$ cat src/wpd_pkg.sv
`timescale 1ns / 1ps
`default_nettype none
// ----------------------------------------------------------------------------
// wpd_pkg
// Shared constants and controller/datapath types for the WAV PCM16 parser.
// ----------------------------------------------------------------------------
package wpd_pkg;

  localparam int MAX_CHANNELS_DEF = 8;
  localparam int NUM_W            = 32;

  localparam logic [3:0] PH_RIFF  = 4'd0;
  localparam logic [3:0] PH_SIZE  = 4'd1;
  localparam logic [3:0] PH_WAVE  = 4'd2;
  localparam logic [3:0] PH_ID    = 4'd3;
  localparam logic [3:0] PH_CSIZE = 4'd4;
  localparam logic [3:0] PH_FMT   = 4'd5;
  localparam logic [3:0] PH_SKIP  = 4'd6;
  localparam logic [3:0] PH_DATA  = 4'd7;
  localparam logic [3:0] PH_HALT  = 4'd8;
  localparam logic [3:0] PH_DONE  = 4'd9;

  localparam logic [1:0] KIND_SAMPLE = 2'd0;
  localparam logic [1:0] KIND_REPORT = 2'd1;
  localparam logic [1:0] KIND_ERROR  = 2'd2;
  localparam logic [1:0] KIND_END    = 2'd3;

  localparam logic [2:0] ERR_NO_RIFF   = 3'd0;
  localparam logic [2:0] ERR_NO_WAVE   = 3'd1;
  localparam logic [2:0] ERR_NOT_PCM   = 3'd2;
  localparam logic [2:0] ERR_MISSING   = 3'd3;
  localparam logic [2:0] ERR_NOT_16BIT = 3'd4;
  localparam logic [2:0] ERR_ZERO_CH   = 3'd5;
  localparam logic [2:0] ERR_TRUNC     = 3'd6;
  localparam logic [2:0] ERR_MANY_CH   = 3'd7;

  localparam logic [31:0] TAG_RIFF = 32'h52494646;
  localparam logic [31:0] TAG_WAVE = 32'h57415645;
  localparam logic [31:0] TAG_FMT  = 32'h666D7420;
  localparam logic [31:0] TAG_DATA = 32'h64617461;

  localparam logic [15:0] FMT_PCM     = 16'd1;
  localparam logic [15:0] BITS_16     = 16'd16;
  localparam logic [31:0] FMT_FIELD_N = 32'd16;

  typedef struct packed {
    logic step;
    logic div_start;
    logic load_q;
    logic load_out;
  } cmd_t;

  typedef struct packed {
    logic need_div;
    logic have;
    logic div_done;
  } status_t;

endpackage
`default_nettype wire

$ cat src/wpd_div.sv
`timescale 1ns / 1ps
`default_nettype none
// ----------------------------------------------------------------------------
// wpd_div
// Restoring unsigned divider, one quotient bit per cycle.
// ----------------------------------------------------------------------------
module wpd_div #(
  parameter int DEN_W = 5
) (
  input  wire logic                     clk,
  input  wire logic                     rst_n,
  input  wire logic                     start,
  input  wire logic [wpd_pkg::NUM_W-1:0] num,
  input  wire logic [DEN_W-1:0]         den,
  output logic      [wpd_pkg::NUM_W-1:0] quo,
  output logic                          done
);

  localparam int NW  = wpd_pkg::NUM_W;
  localparam int CW  = $clog2(NW + 1);

  logic [DEN_W:0]   rem_r, rem_nxt;
  logic [NW-1:0]    q_r, q_nxt;
  logic [DEN_W-1:0] den_r;
  logic [CW-1:0]    cnt_r;
  logic             busy_r, done_r;
  logic [DEN_W:0]   trial;

  always_comb begin
    trial   = {rem_r[DEN_W-1:0], q_r[NW-1]};
    q_nxt   = {q_r[NW-2:0], 1'b0};
    rem_nxt = trial;
    if (trial >= {1'b0, den_r}) begin
      rem_nxt  = trial - {1'b0, den_r};
      q_nxt[0] = 1'b1;
    end
  end

  always_ff @(posedge clk) begin
    if (!rst_n) begin
      busy_r <= 1'b0;
      done_r <= 1'b0;
      cnt_r  <= '0;
    end else begin
      done_r <= 1'b0;
      if (start) begin
        busy_r <= 1'b1;
        cnt_r  <= '0;
      end else if (busy_r) begin
        cnt_r <= cnt_r + 1'b1;
        if (cnt_r == CW'(NW - 1)) begin
          busy_r <= 1'b0;
          done_r <= 1'b1;
        end
      end
    end
  end

  always_ff @(posedge clk) begin
    if (start) begin
      rem_r <= '0;
      q_r   <= num;
      den_r <= den;
    end else if (busy_r) begin
      rem_r <= rem_nxt;
      q_r   <= q_nxt;
    end
  end

  assign quo  = q_r;
  assign done = done_r;

endmodule
`default_nettype wire

$ cat src/wpd_ctrl.sv
`timescale 1ns / 1ps
`default_nettype none
// ----------------------------------------------------------------------------
// wpd_ctrl
// Handshake sequencer: accept, step, divide, hand off to the output register.
// ----------------------------------------------------------------------------
module wpd_ctrl (
  input  wire logic             clk,
  input  wire logic             rst_n,
  input  wire logic             in_tvalid,
  output logic                  in_tready,
  output logic                  out_tvalid,
  input  wire logic             out_tready,
  input  wire wpd_pkg::status_t sts,
  output wpd_pkg::cmd_t         cmd
);

  localparam logic [1:0] ST_IDLE = 2'd0;
  localparam logic [1:0] ST_STEP = 2'd1;
  localparam logic [1:0] ST_DIV  = 2'd2;
  localparam logic [1:0] ST_OUT  = 2'd3;

  logic [1:0] state_r, state_nxt;
  logic       ovalid_r, ovalid_nxt;
  logic       out_free;

  assign out_free  = !ovalid_r || out_tready;
  assign in_tready = (state_r == ST_IDLE);

  always_comb begin
    state_nxt = state_r;
    cmd       = '0;
    unique case (state_r)
      ST_IDLE: begin
        if (in_tvalid) state_nxt = ST_STEP;
      end
      ST_STEP: begin
        cmd.step = 1'b1;
        if (sts.need_div) begin
          cmd.div_start = 1'b1;
          state_nxt     = ST_DIV;
        end else begin
          state_nxt = ST_OUT;
        end
      end
      ST_DIV: begin
        if (sts.div_done) begin
          cmd.load_q = 1'b1;
          state_nxt  = ST_OUT;
        end
      end
      ST_OUT: begin
        if (!sts.have) begin
          state_nxt = ST_IDLE;
        end else if (out_free) begin
          cmd.load_out = 1'b1;
          state_nxt    = ST_IDLE;
        end
      end
      default: state_nxt = ST_IDLE;
    endcase
  end

  always_comb begin
    ovalid_nxt = ovalid_r;
    if (out_tready) ovalid_nxt = 1'b0;
    if (cmd.load_out) ovalid_nxt = 1'b1;
  end

  always_ff @(posedge clk) begin
    if (!rst_n) begin
      state_r  <= ST_IDLE;
      ovalid_r <= 1'b0;
    end else begin
      state_r  <= state_nxt;
      ovalid_r <= ovalid_nxt;
    end
  end

  assign out_tvalid = ovalid_r;

endmodule
`default_nettype wire

$ cat src/wpd_datapath.sv
`timescale 1ns / 1ps
`default_nettype none
// ----------------------------------------------------------------------------
// wpd_datapath
// RIFF/WAVE parse state, channel accumulation, result and output registers.
// ----------------------------------------------------------------------------
module wpd_datapath #(
  parameter int MAX_CHANNELS = wpd_pkg::MAX_CHANNELS_DEF,
  parameter int DEN_W        = $clog2(MAX_CHANNELS) + 2
) (
  input  wire logic                      clk,
  input  wire logic                      rst_n,
  input  wire logic                      in_accept,
  input  wire logic [7:0]                in_byte,
  input  wire logic                      in_eof,
  input  wire wpd_pkg::cmd_t             cmd,
  output logic                           need_div,
  output logic                           have,
  output logic [wpd_pkg::NUM_W-1:0]      div_num,
  output logic [DEN_W-1:0]               div_den,
  input  wire logic [wpd_pkg::NUM_W-1:0] div_quo,
  output logic [1:0]                     o_kind,
  output logic [15:0]                    o_mono,
  output logic [31:0]                    o_rate,
  output logic [15:0]                    o_ch,
  output logic [30:0]                    o_frames,
  output logic [2:0]                     o_err,
  output logic                           o_final
);

  localparam int SUM_W = 16 + $clog2(MAX_CHANNELS) + 1;

  logic [7:0]  byte_r;
  logic        eof_r;

  logic [3:0]  ph_r, ph_nxt;
  logic [4:0]  fbc_r, fbc_nxt;
  logic [31:0] tag_r, tag_nxt;
  logic [31:0] chunk_r, chunk_nxt;
  logic [15:0] fmt_r, fmt_nxt;
  logic [15:0] ch_r, ch_nxt;
  logic [31:0] rate_r, rate_nxt;
  logic [15:0] bits_r, bits_nxt;
  logic        found_r, found_nxt;
  logic [31:0] dleft_r, dleft_nxt;
  logic [15:0] idx_r, idx_nxt;
  logic signed [SUM_W-1:0] sum_r, sum_nxt;
  logic [7:0]  low_r, low_nxt;

  logic        have_r, sel_frames_r, neg_r;
  logic [1:0]  kind_r;
  logic [15:0] mono_r;
  logic [31:0] rate_res_r;
  logic [15:0] ch_res_r;
  logic [30:0] frames_r;
  logic [2:0]  err_r;
  logic        final_r;

  logic        c_have, c_iserr, c_div, c_neg, c_sel_frames, c_final;
  logic [1:0]  c_kind;
  logic [2:0]  c_err;
  logic [31:0] c_rate;
  logic [15:0] c_ch;
  logic [31:0] c_num;
  logic [DEN_W-1:0] c_den;
  logic [4:0]  fbc_inc;
  logic [2:0]  code;
  logic        code_ok;
  logic signed [SUM_W-1:0] sum_new;
  logic signed [SUM_W-1:0] sum_mag;
  logic [15:0] idx_new;

  assign fbc_inc = fbc_r + 5'd1;

  always_comb begin
    ph_nxt = ph_r; fbc_nxt = fbc_r; tag_nxt = tag_r; chunk_nxt = chunk_r;
    fmt_nxt = fmt_r; ch_nxt = ch_r; rate_nxt = rate_r; bits_nxt = bits_r;
    found_nxt = found_r; dleft_nxt = dleft_r; idx_nxt = idx_r; sum_nxt = sum_r;
    low_nxt = low_r;
    c_have = 1'b0; c_iserr = 1'b0; c_div = 1'b0; c_neg = 1'b0;
    c_sel_frames = 1'b0; c_final = 1'b0; c_kind = wpd_pkg::KIND_SAMPLE;
    c_err = '0; c_rate = '0; c_ch = '0; c_num = '0; c_den = '0;
    code = '0; code_ok = 1'b0;
    sum_new = sum_r + SUM_W'($signed({byte_r, low_r}));
    sum_mag = sum_new[SUM_W-1] ? -sum_new : sum_new;
    idx_new = idx_r + 16'd1;
    case (ph_r)
      wpd_pkg::PH_RIFF, wpd_pkg::PH_WAVE, wpd_pkg::PH_ID: begin
        tag_nxt = {tag_r[23:0], byte_r};
        fbc_nxt = fbc_inc;
        if (fbc_inc >= 5'd4) begin
          fbc_nxt = '0;
          if (ph_r == wpd_pkg::PH_ID) begin
            chunk_nxt = '0;
            ph_nxt    = wpd_pkg::PH_CSIZE;
          end else if (ph_r == wpd_pkg::PH_RIFF) begin
            if (tag_nxt != wpd_pkg::TAG_RIFF) begin
              c_kind = wpd_pkg::KIND_ERROR; c_err = wpd_pkg::ERR_NO_RIFF;
              c_have = 1'b1; c_iserr = 1'b1; ph_nxt = wpd_pkg::PH_HALT;
            end else begin
              ph_nxt = wpd_pkg::PH_SIZE;
            end
          end else begin
            if (tag_nxt != wpd_pkg::TAG_WAVE) begin
              c_kind = wpd_pkg::KIND_ERROR; c_err = wpd_pkg::ERR_NO_WAVE;
              c_have = 1'b1; c_iserr = 1'b1; ph_nxt = wpd_pkg::PH_HALT;
            end else begin
              ph_nxt = wpd_pkg::PH_ID;
            end
          end
        end
      end
      wpd_pkg::PH_SIZE: begin
        fbc_nxt = fbc_inc;
        if (fbc_inc >= 5'd4) begin
          fbc_nxt = '0;
          ph_nxt  = wpd_pkg::PH_WAVE;
        end
      end
      wpd_pkg::PH_CSIZE: begin
        case (fbc_r[1:0])
          2'd0:    chunk_nxt[7:0]   = chunk_r[7:0]   | byte_r;
          2'd1:    chunk_nxt[15:8]  = chunk_r[15:8]  | byte_r;
          2'd2:    chunk_nxt[23:16] = chunk_r[23:16] | byte_r;
          default: chunk_nxt[31:24] = chunk_r[31:24] | byte_r;
        endcase
        fbc_nxt = fbc_inc;
        if (fbc_inc >= 5'd4) begin
          fbc_nxt = '0;
          if (tag_r == wpd_pkg::TAG_FMT) begin
            fmt_nxt = '0; ch_nxt = '0; rate_nxt = '0; bits_nxt = '0;
            ph_nxt  = wpd_pkg::PH_FMT;
          end else if (tag_r == wpd_pkg::TAG_DATA) begin
            if (!found_r) begin
              code = wpd_pkg::ERR_MISSING; code_ok = 1'b1;
            end else if (bits_r != wpd_pkg::BITS_16) begin
              code = wpd_pkg::ERR_NOT_16BIT; code_ok = 1'b1;
            end else if (ch_r == 16'd0) begin
              code = wpd_pkg::ERR_ZERO_CH; code_ok = 1'b1;
            end else if (ch_r > 16'(MAX_CHANNELS)) begin
              code = wpd_pkg::ERR_MANY_CH; code_ok = 1'b1;
            end
            if (code_ok) begin
              c_kind = wpd_pkg::KIND_ERROR; c_err = code;
              c_have = 1'b1; c_iserr = 1'b1; ph_nxt = wpd_pkg::PH_HALT;
            end else begin
              c_kind = wpd_pkg::KIND_REPORT; c_have = 1'b1;
              c_rate = rate_r; c_ch = ch_r;
              c_div = 1'b1; c_sel_frames = 1'b1;
              c_num = chunk_nxt;
              c_den = {ch_r[DEN_W-2:0], 1'b0};
              dleft_nxt = chunk_nxt; sum_nxt = '0; idx_nxt = '0;
              ph_nxt = (chunk_nxt != 32'd0) ? wpd_pkg::PH_DATA : wpd_pkg::PH_DONE;
            end
          end else begin
            ph_nxt = (chunk_nxt != 32'd0) ? wpd_pkg::PH_SKIP : wpd_pkg::PH_ID;
          end
        end
      end
      wpd_pkg::PH_FMT: begin
        case (fbc_r)
          5'd0:    fmt_nxt[7:0]    = fmt_r[7:0]    | byte_r;
          5'd1:    fmt_nxt[15:8]   = fmt_r[15:8]   | byte_r;
          5'd2:    ch_nxt[7:0]     = ch_r[7:0]     | byte_r;
          5'd3:    ch_nxt[15:8]    = ch_r[15:8]    | byte_r;
          5'd4:    rate_nxt[7:0]   = rate_r[7:0]   | byte_r;
          5'd5:    rate_nxt[15:8]  = rate_r[15:8]  | byte_r;
          5'd6:    rate_nxt[23:16] = rate_r[23:16] | byte_r;
          5'd7:    rate_nxt[31:24] = rate_r[31:24] | byte_r;
          5'd14:   bits_nxt[7:0]   = bits_r[7:0]   | byte_r;
          5'd15:   bits_nxt[15:8]  = bits_r[15:8]  | byte_r;
          default: ;
        endcase
        fbc_nxt = fbc_inc;
        if (fbc_inc >= 5'd16) begin
          fbc_nxt = '0;
          if (fmt_nxt != wpd_pkg::FMT_PCM) begin
            c_kind = wpd_pkg::KIND_ERROR; c_err = wpd_pkg::ERR_NOT_PCM;
            c_have = 1'b1; c_iserr = 1'b1; ph_nxt = wpd_pkg::PH_HALT;
          end else begin
            found_nxt = 1'b1;
            chunk_nxt = (chunk_r > wpd_pkg::FMT_FIELD_N) ?
                        chunk_r - wpd_pkg::FMT_FIELD_N : 32'd0;
            ph_nxt = (chunk_nxt != 32'd0) ? wpd_pkg::PH_SKIP : wpd_pkg::PH_ID;
          end
        end
      end
      wpd_pkg::PH_SKIP: begin
        chunk_nxt = chunk_r - 32'd1;
        if (chunk_nxt == 32'd0) ph_nxt = wpd_pkg::PH_ID;
      end
      wpd_pkg::PH_DATA: begin
        dleft_nxt = dleft_r - 32'd1;
        if (fbc_r == 5'd0) begin
          low_nxt = byte_r;
          fbc_nxt = 5'd1;
        end else begin
          fbc_nxt = '0;
          sum_nxt = sum_new;
          idx_nxt = idx_new;
          if (idx_new >= ch_r) begin
            c_kind = wpd_pkg::KIND_SAMPLE; c_have = 1'b1;
            c_div = 1'b1; c_neg = sum_new[SUM_W-1];
            c_num = 32'(unsigned'(sum_mag));
            c_den = ch_r[DEN_W-1:0];
            c_final = (dleft_nxt < {15'd0, ch_r, 1'b0});
            sum_nxt = '0; idx_nxt = '0;
          end
        end
        if (dleft_nxt == 32'd0) begin
          if (!c_have) begin
            c_kind = wpd_pkg::KIND_END; c_have = 1'b1;
          end
          ph_nxt = wpd_pkg::PH_DONE;
        end
      end
      default: ;
    endcase

    if (eof_r) begin
      if (!c_iserr) begin
        code_ok = 1'b1;
        case (ph_nxt)
          wpd_pkg::PH_RIFF: code = wpd_pkg::ERR_NO_RIFF;
          wpd_pkg::PH_SIZE, wpd_pkg::PH_WAVE: code = wpd_pkg::ERR_NO_WAVE;
          wpd_pkg::PH_ID, wpd_pkg::PH_CSIZE, wpd_pkg::PH_FMT,
          wpd_pkg::PH_SKIP: code = wpd_pkg::ERR_MISSING;
          wpd_pkg::PH_DATA: code = wpd_pkg::ERR_TRUNC;
          default: code_ok = 1'b0;
        endcase
        if (code_ok) begin
          c_kind = wpd_pkg::KIND_ERROR; c_err = code; c_have = 1'b1;
          c_div = 1'b0; c_neg = 1'b0; c_sel_frames = 1'b0; c_final = 1'b0;
          c_rate = '0; c_ch = '0;
        end
      end
      ph_nxt = wpd_pkg::PH_RIFF; fbc_nxt = '0; tag_nxt = '0; chunk_nxt = '0;
      fmt_nxt = '0; ch_nxt = '0; rate_nxt = '0; bits_nxt = '0; found_nxt = 1'b0;
      dleft_nxt = '0; idx_nxt = '0; sum_nxt = '0; low_nxt = '0;
    end
  end

  assign need_div = c_div;
  assign div_num  = c_num;
  assign div_den  = c_den;
  assign have     = have_r;

  always_ff @(posedge clk) begin
    if (in_accept) begin
      byte_r <= in_byte;
      eof_r  <= in_eof;
    end
  end

  always_ff @(posedge clk) begin
    if (!rst_n) begin
      ph_r <= wpd_pkg::PH_RIFF; fbc_r <= '0; tag_r <= '0; chunk_r <= '0;
      fmt_r <= '0; ch_r <= '0; rate_r <= '0; bits_r <= '0; found_r <= 1'b0;
      dleft_r <= '0; idx_r <= '0; sum_r <= '0; low_r <= '0; have_r <= 1'b0;
    end else if (cmd.step) begin
      ph_r <= ph_nxt; fbc_r <= fbc_nxt; tag_r <= tag_nxt; chunk_r <= chunk_nxt;
      fmt_r <= fmt_nxt; ch_r <= ch_nxt; rate_r <= rate_nxt; bits_r <= bits_nxt;
      found_r <= found_nxt; dleft_r <= dleft_nxt; idx_r <= idx_nxt;
      sum_r <= sum_nxt; low_r <= low_nxt; have_r <= c_have;
    end
  end

  always_ff @(posedge clk) begin
    if (cmd.step) begin
      kind_r <= c_kind; err_r <= c_err; rate_res_r <= c_rate; ch_res_r <= c_ch;
      final_r <= c_final; neg_r <= c_neg; sel_frames_r <= c_sel_frames;
      mono_r <= '0; frames_r <= '0;
    end else if (cmd.load_q) begin
      if (sel_frames_r) begin
        frames_r <= div_quo[30:0];
      end else begin
        mono_r <= neg_r ? -div_quo[15:0] : div_quo[15:0];
      end
    end
  end

  always_ff @(posedge clk) begin
    if (cmd.load_out) begin
      o_kind <= kind_r; o_mono <= mono_r; o_rate <= rate_res_r;
      o_ch <= ch_res_r; o_frames <= frames_r; o_err <= err_r; o_final <= final_r;
    end
  end

endmodule
`default_nettype wire

$ cat src/wav_pcm16_parse_downmix.sv
`timescale 1ns / 1ps
`default_nettype none
// ----------------------------------------------------------------------------
// wav_pcm16_parse_downmix
// Byte-stream RIFF/WAVE PCM16 parser with mono downmix of each frame.
//
//   channel  direction  tdata                                       tuser  tlast
//   in_      slave      [7:0] file_byte                             -      end_of_file
//   out_     master     mono,rate,channels,frames,error (104 bits)  kind   final_sample
//
// Each byte passes through the step and output states before the next byte is
// taken; any result it has is registered in the output state. A byte that ends a
// frame or a valid data chunk header also waits on the 32-step divider between them.
// Synchronous active-low reset returns the parser to the RIFF tag.
// A pending result holds the output register; the next byte is taken, its
// result waits until the output transfer completes, and input stalls meanwhile.
// ----------------------------------------------------------------------------
module wav_pcm16_parse_downmix #(
  parameter int MAX_CHANNELS = wpd_pkg::MAX_CHANNELS_DEF
) (
  input  wire logic         clk,
  input  wire logic         rst_n,
  input  wire logic         in_tvalid,
  output logic              in_tready,
  input  wire logic [7:0]   in_tdata,   // [7:0] file_byte
  input  wire logic         in_tlast,
  output logic              out_tvalid,
  input  wire logic         out_tready,
  // [15:0] mono_sample, [47:16] rate_hz, [63:48] channel_count,
  // [94:64] frames_total, [97:95] error_code, [103:98] zero
  output logic [103:0]      out_tdata,
  output logic [1:0]        out_tuser,  // [1:0] result_kind
  output logic              out_tlast
);

  localparam int DEN_W = $clog2(MAX_CHANNELS) + 2;

  wpd_pkg::cmd_t    cmd;
  wpd_pkg::status_t sts;
  logic                      need_div, have, div_done;
  logic [wpd_pkg::NUM_W-1:0] div_num, div_quo;
  logic [DEN_W-1:0]          div_den;
  logic [15:0]               o_mono, o_ch;
  logic [31:0]               o_rate;
  logic [30:0]               o_frames;
  logic [2:0]                o_err;

  assign sts.need_div = need_div;
  assign sts.have     = have;
  assign sts.div_done = div_done;

  wpd_ctrl u_ctrl (
    .clk        (clk),
    .rst_n      (rst_n),
    .in_tvalid  (in_tvalid),
    .in_tready  (in_tready),
    .out_tvalid (out_tvalid),
    .out_tready (out_tready),
    .sts        (sts),
    .cmd        (cmd)
  );

  wpd_div #(.DEN_W(DEN_W)) u_div (
    .clk   (clk),
    .rst_n (rst_n),
    .start (cmd.div_start),
    .num   (div_num),
    .den   (div_den),
    .quo   (div_quo),
    .done  (div_done)
  );

  wpd_datapath #(.MAX_CHANNELS(MAX_CHANNELS), .DEN_W(DEN_W)) u_dp (
    .clk       (clk),
    .rst_n     (rst_n),
    .in_accept (in_tvalid && in_tready),
    .in_byte   (in_tdata),
    .in_eof    (in_tlast),
    .cmd       (cmd),
    .need_div  (need_div),
    .have      (have),
    .div_num   (div_num),
    .div_den   (div_den),
    .div_quo   (div_quo),
    .o_kind    (out_tuser),
    .o_mono    (o_mono),
    .o_rate    (o_rate),
    .o_ch      (o_ch),
    .o_frames  (o_frames),
    .o_err     (o_err),
    .o_final   (out_tlast)
  );

  assign out_tdata = {6'd0, o_err, o_frames, o_ch, o_rate, o_mono};

endmodule
`default_nettype wire

$ cat config.mk
export PLATFORM = sky130hd
export DESIGN_NAME = wav_pcm16_parse_downmix
export DESIGN_NICKNAME = d
export VERILOG_FILES = /design/src/wpd_pkg.sv /design/src/wpd_div.sv /design/src/wpd_ctrl.sv /design/src/wpd_datapath.sv /design/src/wav_pcm16_parse_downmix.sv
export SDC_FILE = /design/constraint.sdc
export NUM_CORES = 1
export LEC_CHECK = 0
export BUFFER_PORTS_ARGS = -buffer_cell sky130_fd_sc_hd__buf_2
export CORE_UTILIZATION = 30
export DETAILED_ROUTE_END_ITERATION = 7
export SETUP_SLACK_MARGIN = 0.4
export SLEW_MARGIN = 20
export SYNTH_ARGS = -nofsm -noshare
export SYNTH_HDL_FRONTEND = slang
export SYNTH_HIERARCHICAL = 1
export SYNTH_SLANG_ARGS = --single-unit
$ cat constraint.sdc
create_clock -name clk -period 5.4 [get_ports clk]
set_input_delay 0.54 -clock clk [delete_from_list [all_inputs] [get_ports clk]]
set_output_delay 0.54 -clock clk [all_outputs]
set_load 0.005 [all_outputs]
==> results of run 1 <==
## state kept, by name (all words and copies together) (netlist names), 16 cells and up
register,flops
u_div/quo,32
u_dp/bits_r,16
u_dp/ch_r,16
u_dp/ch_res_r,16
u_dp/chunk_r,32
u_dp/dleft_r,32
u_dp/fmt_r,16
u_dp/frames_r,31
u_dp/idx_r,16
u_dp/mono_r,16
u_dp/o_ch,16
u_dp/o_frames,31
u_dp/o_mono,16
u_dp/o_rate,32
u_dp/rate_r,32
u_dp/rate_res_r,32
u_dp/sum_r,20
u_dp/tag_r,32
## metrics by stage
| step | instance area [µm²] | worst slack, ps |
|---|---|---|
| floorplan | 24800 | 551 |
| global route | 28200 | 441 |
| detailed placement | 26400 | 726 |
| finish | 28200 | 647 |
| global placement | 26400 | 831 |
| CTS | 28200 | 713 |
## worst max-delay path by stage
stage / endpoint / slack [ps] / cells after the start
after floorplan: u_div/quo[0]$_DFFE_PP_ / 550 / 17
after global placement: u_div/quo[3]$_DFFE_PP_ / 830 / 12
after detailed placement: u_div/quo[16]$_DFFE_PP_ / 730 / 12
after CTS: u_div/quo[1]$_DFFE_PP_ / 710 / 12
after global routing: u_div/quo[1]$_DFFE_PP_ / 440 / 17
final: u_div/quo[3]$_DFFE_PP_ / 650 / 12
## synthesized netlist by cell type (28+ instances only)
library cell    n
clkbuf_1      173
nor3_1         70
a22oi_1        81
nand4_1        32
inv_1          66
o21ai_0        90
dfxtp_1       294
edfxtp_1      203
mux2_2         33
xnor2_1        60
nand2b_1       28
nand3_1        46
nor2_1        369
nand2_1       218
o22ai_1        35
ha_1           75
xor2_1         54
and3_1         56
a21oi_1       285
nor4_1         54
## power by group through the flow
stage               Combinational (W)  Clock (W)  Sequential [W]
finish                        0.00228    0.00383         0.00444
global route                  0.00251    0.00406         0.00447
CTS                           0.00225    0.00392         0.00444
detailed placement            0.00224          0         0.00452
global placement              0.00223          0         0.00451
floorplan                     0.00157          0         0.00445
## layer usage
layer / GRT usage, % / wire, µm / vias to the layer above
met2: 27.2 / 33400 / 792
met5: 0 / 27 / -
met3: 2.91 / 5420 / 147
met1: 24.2 / 33300 / 9888
li1: - / - / 9896
met4: 6.42 / 2540 / 4
## critical path, cell delays in order (launching register included)
cell and delay, ps:
dfxtp_1 360, or4_1 730, or4_1 750, or3_1 520, o21ai_2 190, nand4_2 150
nor3_2 250, a21oi_2 110, o2111ai_2 110, a21boi_1 400, and2_2 250, buf_12 250
mux2_2 380
## cell families after synthesis
logic type / share of synthesized area [%]
XOR/XNOR: 4.04
adder cells (fa/ha/maj): 3.96
multiplexers: 1.83
AO/OA/AOI/OAI: 17.4
buffers and inverters: 4.21
flip-flops: 48.4
AND/OR/NAND/NOR: 20.1
other: 0.0304
## area by class of cell
cell class / instances / area, µm²
fillers: 8230 / 52900
inverters: 66 / 250
multi-input cells: 1956 / 11800
clock buffers: 74 / 1460
flip-flops and latches: 497 / 12000
well taps: 1060 / 1330
clock inverters: 26 / 370
repair buffers: 171 / 1010
==> out/results.ini, run 1 <==
[critical_path]
ff2ff_setup_slack_ps=650
crit_arrival_ps=5120
r2r_start=u_dp/dleft_r[0]$_SDFFE_PN0P_
r2r_cells=12
crit_type=reg -> reg
critPathLaunch=u_dp/dleft_r[0]$_SDFFE_PN0P_
cp-start-kind=flip-flop
critPathMaxFanout=47
worstPathRequired_ps=5770
endpoint_kind=flip-flop
rr_endpoint=u_div/quo[3]$_DFFE_PP_

[global_routing]
grt_antenna_before_repair=2
globalRoute.totalOverflow=0
grt_max_degree=80
grtUsageTotal_pct=17.4
grt_pass1_wl_um=115000
grt_pass1_vias=19300

[finish]
layout-drive-gt1-share_pct=12.2
final_cell_mix=nor2_1, dfxtp_1, a21oi_1
utilization_pct=34.8
syn_to_final_growth_pct=14.1
final_common_cell=nor2_1
stdcell_count=3850
diodes=0
layout.nets=2835

[pwr]
max-vdd-ir-drop_v=0.000235
pwr-share-seq_pct=42.1
total_power_w=0.0106
power.density_nw_per_um2=374
p_sw_share_pct=31.6
p_comb_share_pct=21.6
power.share.clock_pct=36.3
p_leak_nw=10.4
switchingPower_w=0.00333
internal-power_w=0.00722

[synth]
synth_top_area_share_pct=24.6
synth_cell_types=94
yosysTopAreaCell=edfxtp_1
synthTopCellsByArea=edfxtp_1, dfxtp_1, a21oi_1
syn_area_per_cell_um2=9.15
synth_edf_count=203
async_flop_share_pct=0
ys_warn_count=6
synth-seq-cells=497
synth_cells=2702
yosysSeqAreaShare_pct=48.4
yosys_most_used_dff=dfxtp_1
syn_area_um2=24700

[status]
status=finished clean

[sta]
finClkSkew_ps=32.1
worst_pin_slew_ps=919
finalSetupViolCount=0
whs_ps=102
rsz0062_at_grt=no
max_freq_mhz=210
slew_violations=0
fin_tns_setup_ps=0
min_period_ps=4750
period_share_pct=88.0
finalHoldViolCount=0
relSlewSlack_pct=38.7

[clocking]
path_clk_slew_ps=60
cts_tree=done
cts-root-buf=clkbuf_16
clk_latency_ps=620
htree_num_levels=2
cts_resized=0
cts_buffers=53
post_cts_buffers=0
clock-sinks=497
cts_hold_buffers=0
clockBufferDepth=3

[flow_run]
cap_violations=0

[placed_design]
place_congestion=0.944
dp.final_hpwl_um=51400
dp.cells=3750
portBuffers=115

[floorplanning]
io_pins=122
rows=104
die_area_um2=83600
fp.dieH_um=289
start_util_pct=30.5
core_um2=81100
fp.dieW_um=289

[routing]
firstDrtPassIters=8
wl_per_cell_um=19.4
vias=20700
drt_iter0_drc=2029
ant_nets=0
route.detailed.drc=0
vias_per_cell=5.38
routed_wirelength_um=74600

[worst_hold_path]
hold_end=u_dp/byte_r[3]$_DFFE_PP_
hold_class=in -> reg
worstHoldPathCells=1
min_from=in_tdata[3]

No activity file was read; power rests on OpenSTA's default activity.
==> run 2: changes to the inputs <==
Settings changed: ABC_AREA from default to 1.
==> out/results.ini, run 2 <==
[pwr]
p_leak_nw=12.0
power.density_nw_per_um2=386
internal-power_w=0.00751
p_comb_share_pct=27.3
max-vdd-ir-drop_v=0.000254
power.share.clock_pct=33.6
switchingPower_w=0.00402
p_sw_share_pct=34.8
pwr-share-seq_pct=39.1
total_power_w=0.0115

[finish]
layout-drive-gt1-share_pct=9.96
syn_to_final_growth_pct=13.6
final_cell_mix=nand2_1, nor2_1, inv_1
final_common_cell=nand2_1
layout.nets=3618
fillers=9146
diodes=0

[routing]
routed_wirelength_um=80500
ant_nets=0
firstDrtPassIters=6
vias=23200
vias_per_cell=4.91
route.detailed.drc=0
drt_iter0_drc=1892
wl_per_cell_um=17.0

[synth]
synth_edf_count=203
async_flop_share_pct=0
ys_warn_count=6
yosysMostFrequentCell=nand2_1
synth_cell_types=62
synth-seq-cells=497
synth_cells=3445
synth_top_area_share_pct=23.2
yosys_most_used_dff=dfxtp_1
syn_area_per_cell_um2=7.63
syn_area_um2=26300
synthTopCellsByArea=edfxtp_1, dfxtp_1, nand2_1
yosysTopAreaCell=edfxtp_1
yosysSeqAreaShare_pct=45.6
synth_common_cells=nand2_1, nor2_1, inv_1, dfxtp_1, a21oi_1

[critical_path]
endpoint_kind=flip-flop
crit_arrival_ps=4850
path_common_cell=nand3_1
crit_chain=ha_1 > nand3_1 > nor3_1 > nand3_1 > or2_2 > nor3_1 > nand3_1 > xnor2_1 > ha_1 > nand4_1 > nor3_1 > nand3_1 > nand3_1 > nand2_1 > nor2_1 > nand2_1 > nand2_4 > nand2_1 > inv_1 > nor2_4 > inv_1 > buf_4
critPathMaxFanout=32
critical_path.top_delay_family=simple AND/OR/NAND/NOR gates
cpMaxStageDelayCell=dfxtp_1
cp-start-kind=flip-flop
worstPathRequired_ps=5650
critPathMaxStageDelay_ps=360
crit_type=reg -> reg
crit_buf_inv=3

[placed_design]
portBuffers=115
place_congestion=0.983
dp.final_hpwl_um=59000

[floorplanning]
die_area_um2=88800
fp.dieW_um=298
start_util_pct=30.3
rows=108
io_pins=122
core_um2=86800
fp.dieH_um=298

[flow_run]
cap_violations=0

[sta]
finalHoldViolCount=0
max_freq_mhz=217
worst_pin_slew_ps=1040
min_period_ps=4600
finalSetupViolCount=0
finClkSkew_ps=33.0
period_share_pct=85.2
fin_tns_setup_ps=0
slew_violations=0
relSlewSlack_pct=30.5
rsz0062_at_grt=no

[global_routing]
grt_pass1_vias=21500
grtUsageTotal_pct=17.6
globalRoute.totalOverflow=0
grt_antenna_before_repair=5
grt_max_degree=76
grt_pass1_wl_um=124000

[clocking]
clock-sinks=497
htree_num_levels=2
cts_tree=done
path_clk_slew_ps=60
post_cts_buffers=0
cts-root-buf=clkbuf_16
cts_buffers=55
cts_resized=0
clockBufferDepth=3
clk_latency_ps=620
cts_hold_buffers=0

[worst_hold_path]
hold_class=in -> reg

[status]
status=finished clean

[run 2: changes by cell type in the layout (fill, tap and decap cells not counted), sizes merged, moves of 48 or more]
cell   delta
inv     +319
nor4     -48
nand3   +177
nand2   +616
and3     -55
nor2    +128
a22oi    -63
o21ai    +88
[run 2: metal layers]
layer	wire length, µm	up-vias	share of wire (%)	GRT usage [%]
met3	5410	146	6.7	3.08
li1	-	11500	-	-
met5	59	-	0.073	0
met2	35200	746	44	27.4
met1	37200	10800	46	24.5
met4	2570	10	3.2	6.00
[run 2: through the flow]
step,setup WS (ps),instance area (µm²),instances,hold WS (ps),util [%]
after CTS,494,29900,4728,74.1,34.4
after detailed placement,550,28000,4626,405,32.3
after global routing,443,29900,4728,82.2,34.4
after floorplan,667,26300,3461,400,-
after global placement,626,28000,4626,401,32.3
final,797,29900,4728,94.9,34.4
[run 2: area by class of cell]
type	count	area, µm²	share of cell area [%]
well taps	1155	1450	4.84
repair buffers	151	871	2.92
inverters	390	1470	4.92
multi-input cells	2433	12300	41.0
flip-flops and latches	497	12000	40.1
clock inverters	33	392	1.31
clock buffers	69	1450	4.86
[run 2: cell families (layout without fill, tap and decap cells)]
family | count (synthesis) | in the layout | share of synthesized area, %
compound gates | 597 | 597 | 12.6
xor+xnor | 74 | 74 | 2.47
fa+ha+maj | 77 | 77 | 3.72
buf+inv | 531 | 643 | 8.22
flops | 497 | 497 | 45.6
other cells | 2 | 18 | 0.0286
simple gates | 1667 | 1667 | 27.3
[run 2: worst register-to-register path: cells and delay by family (launching register included)]
family	cells	cell delay (ps)
XOR/XNOR	1	160
adder cells (fa/ha/maj)	2	480
buffers and inverters	3	620
flip-flops	1	360
AND/OR/NAND/NOR	16	2580
[run 2: path summary, 6_finish.rpt]
path | endpoint | cells after the start | start | slack (ps)
worst min-delay path | u_dp/byte_r[0]$_DFFE_PP_ | 1 | in_tdata[0] | 90
worst max-delay path | u_div/quo[24]$_DFFE_PP_ | 22 | u_dp/idx_r[1]$_SDFFE_PN0P_ | 800
worst min register to register | u_dp/o_rate[6]$_DFFE_PP_ | 0 | u_dp/rate_res_r[6]$_DFFE_PP_ | 400
worst max register to register | u_div/quo[24]$_DFFE_PP_ | 22 | u_dp/idx_r[1]$_SDFFE_PN0P_ | 800
[run 2: power groups by stage]
stage          logic (W)  registers (W)  clock network [W]
3_5_place_dp     0.00310        0.00459                  0
2_1_floorplan    0.00226        0.00449                  0
4_1_cts          0.00312        0.00451            0.00396
3_3_place_gp     0.00308        0.00458                  0
6_report         0.00315        0.00451            0.00387
5_1_grt          0.00349        0.00454            0.00410
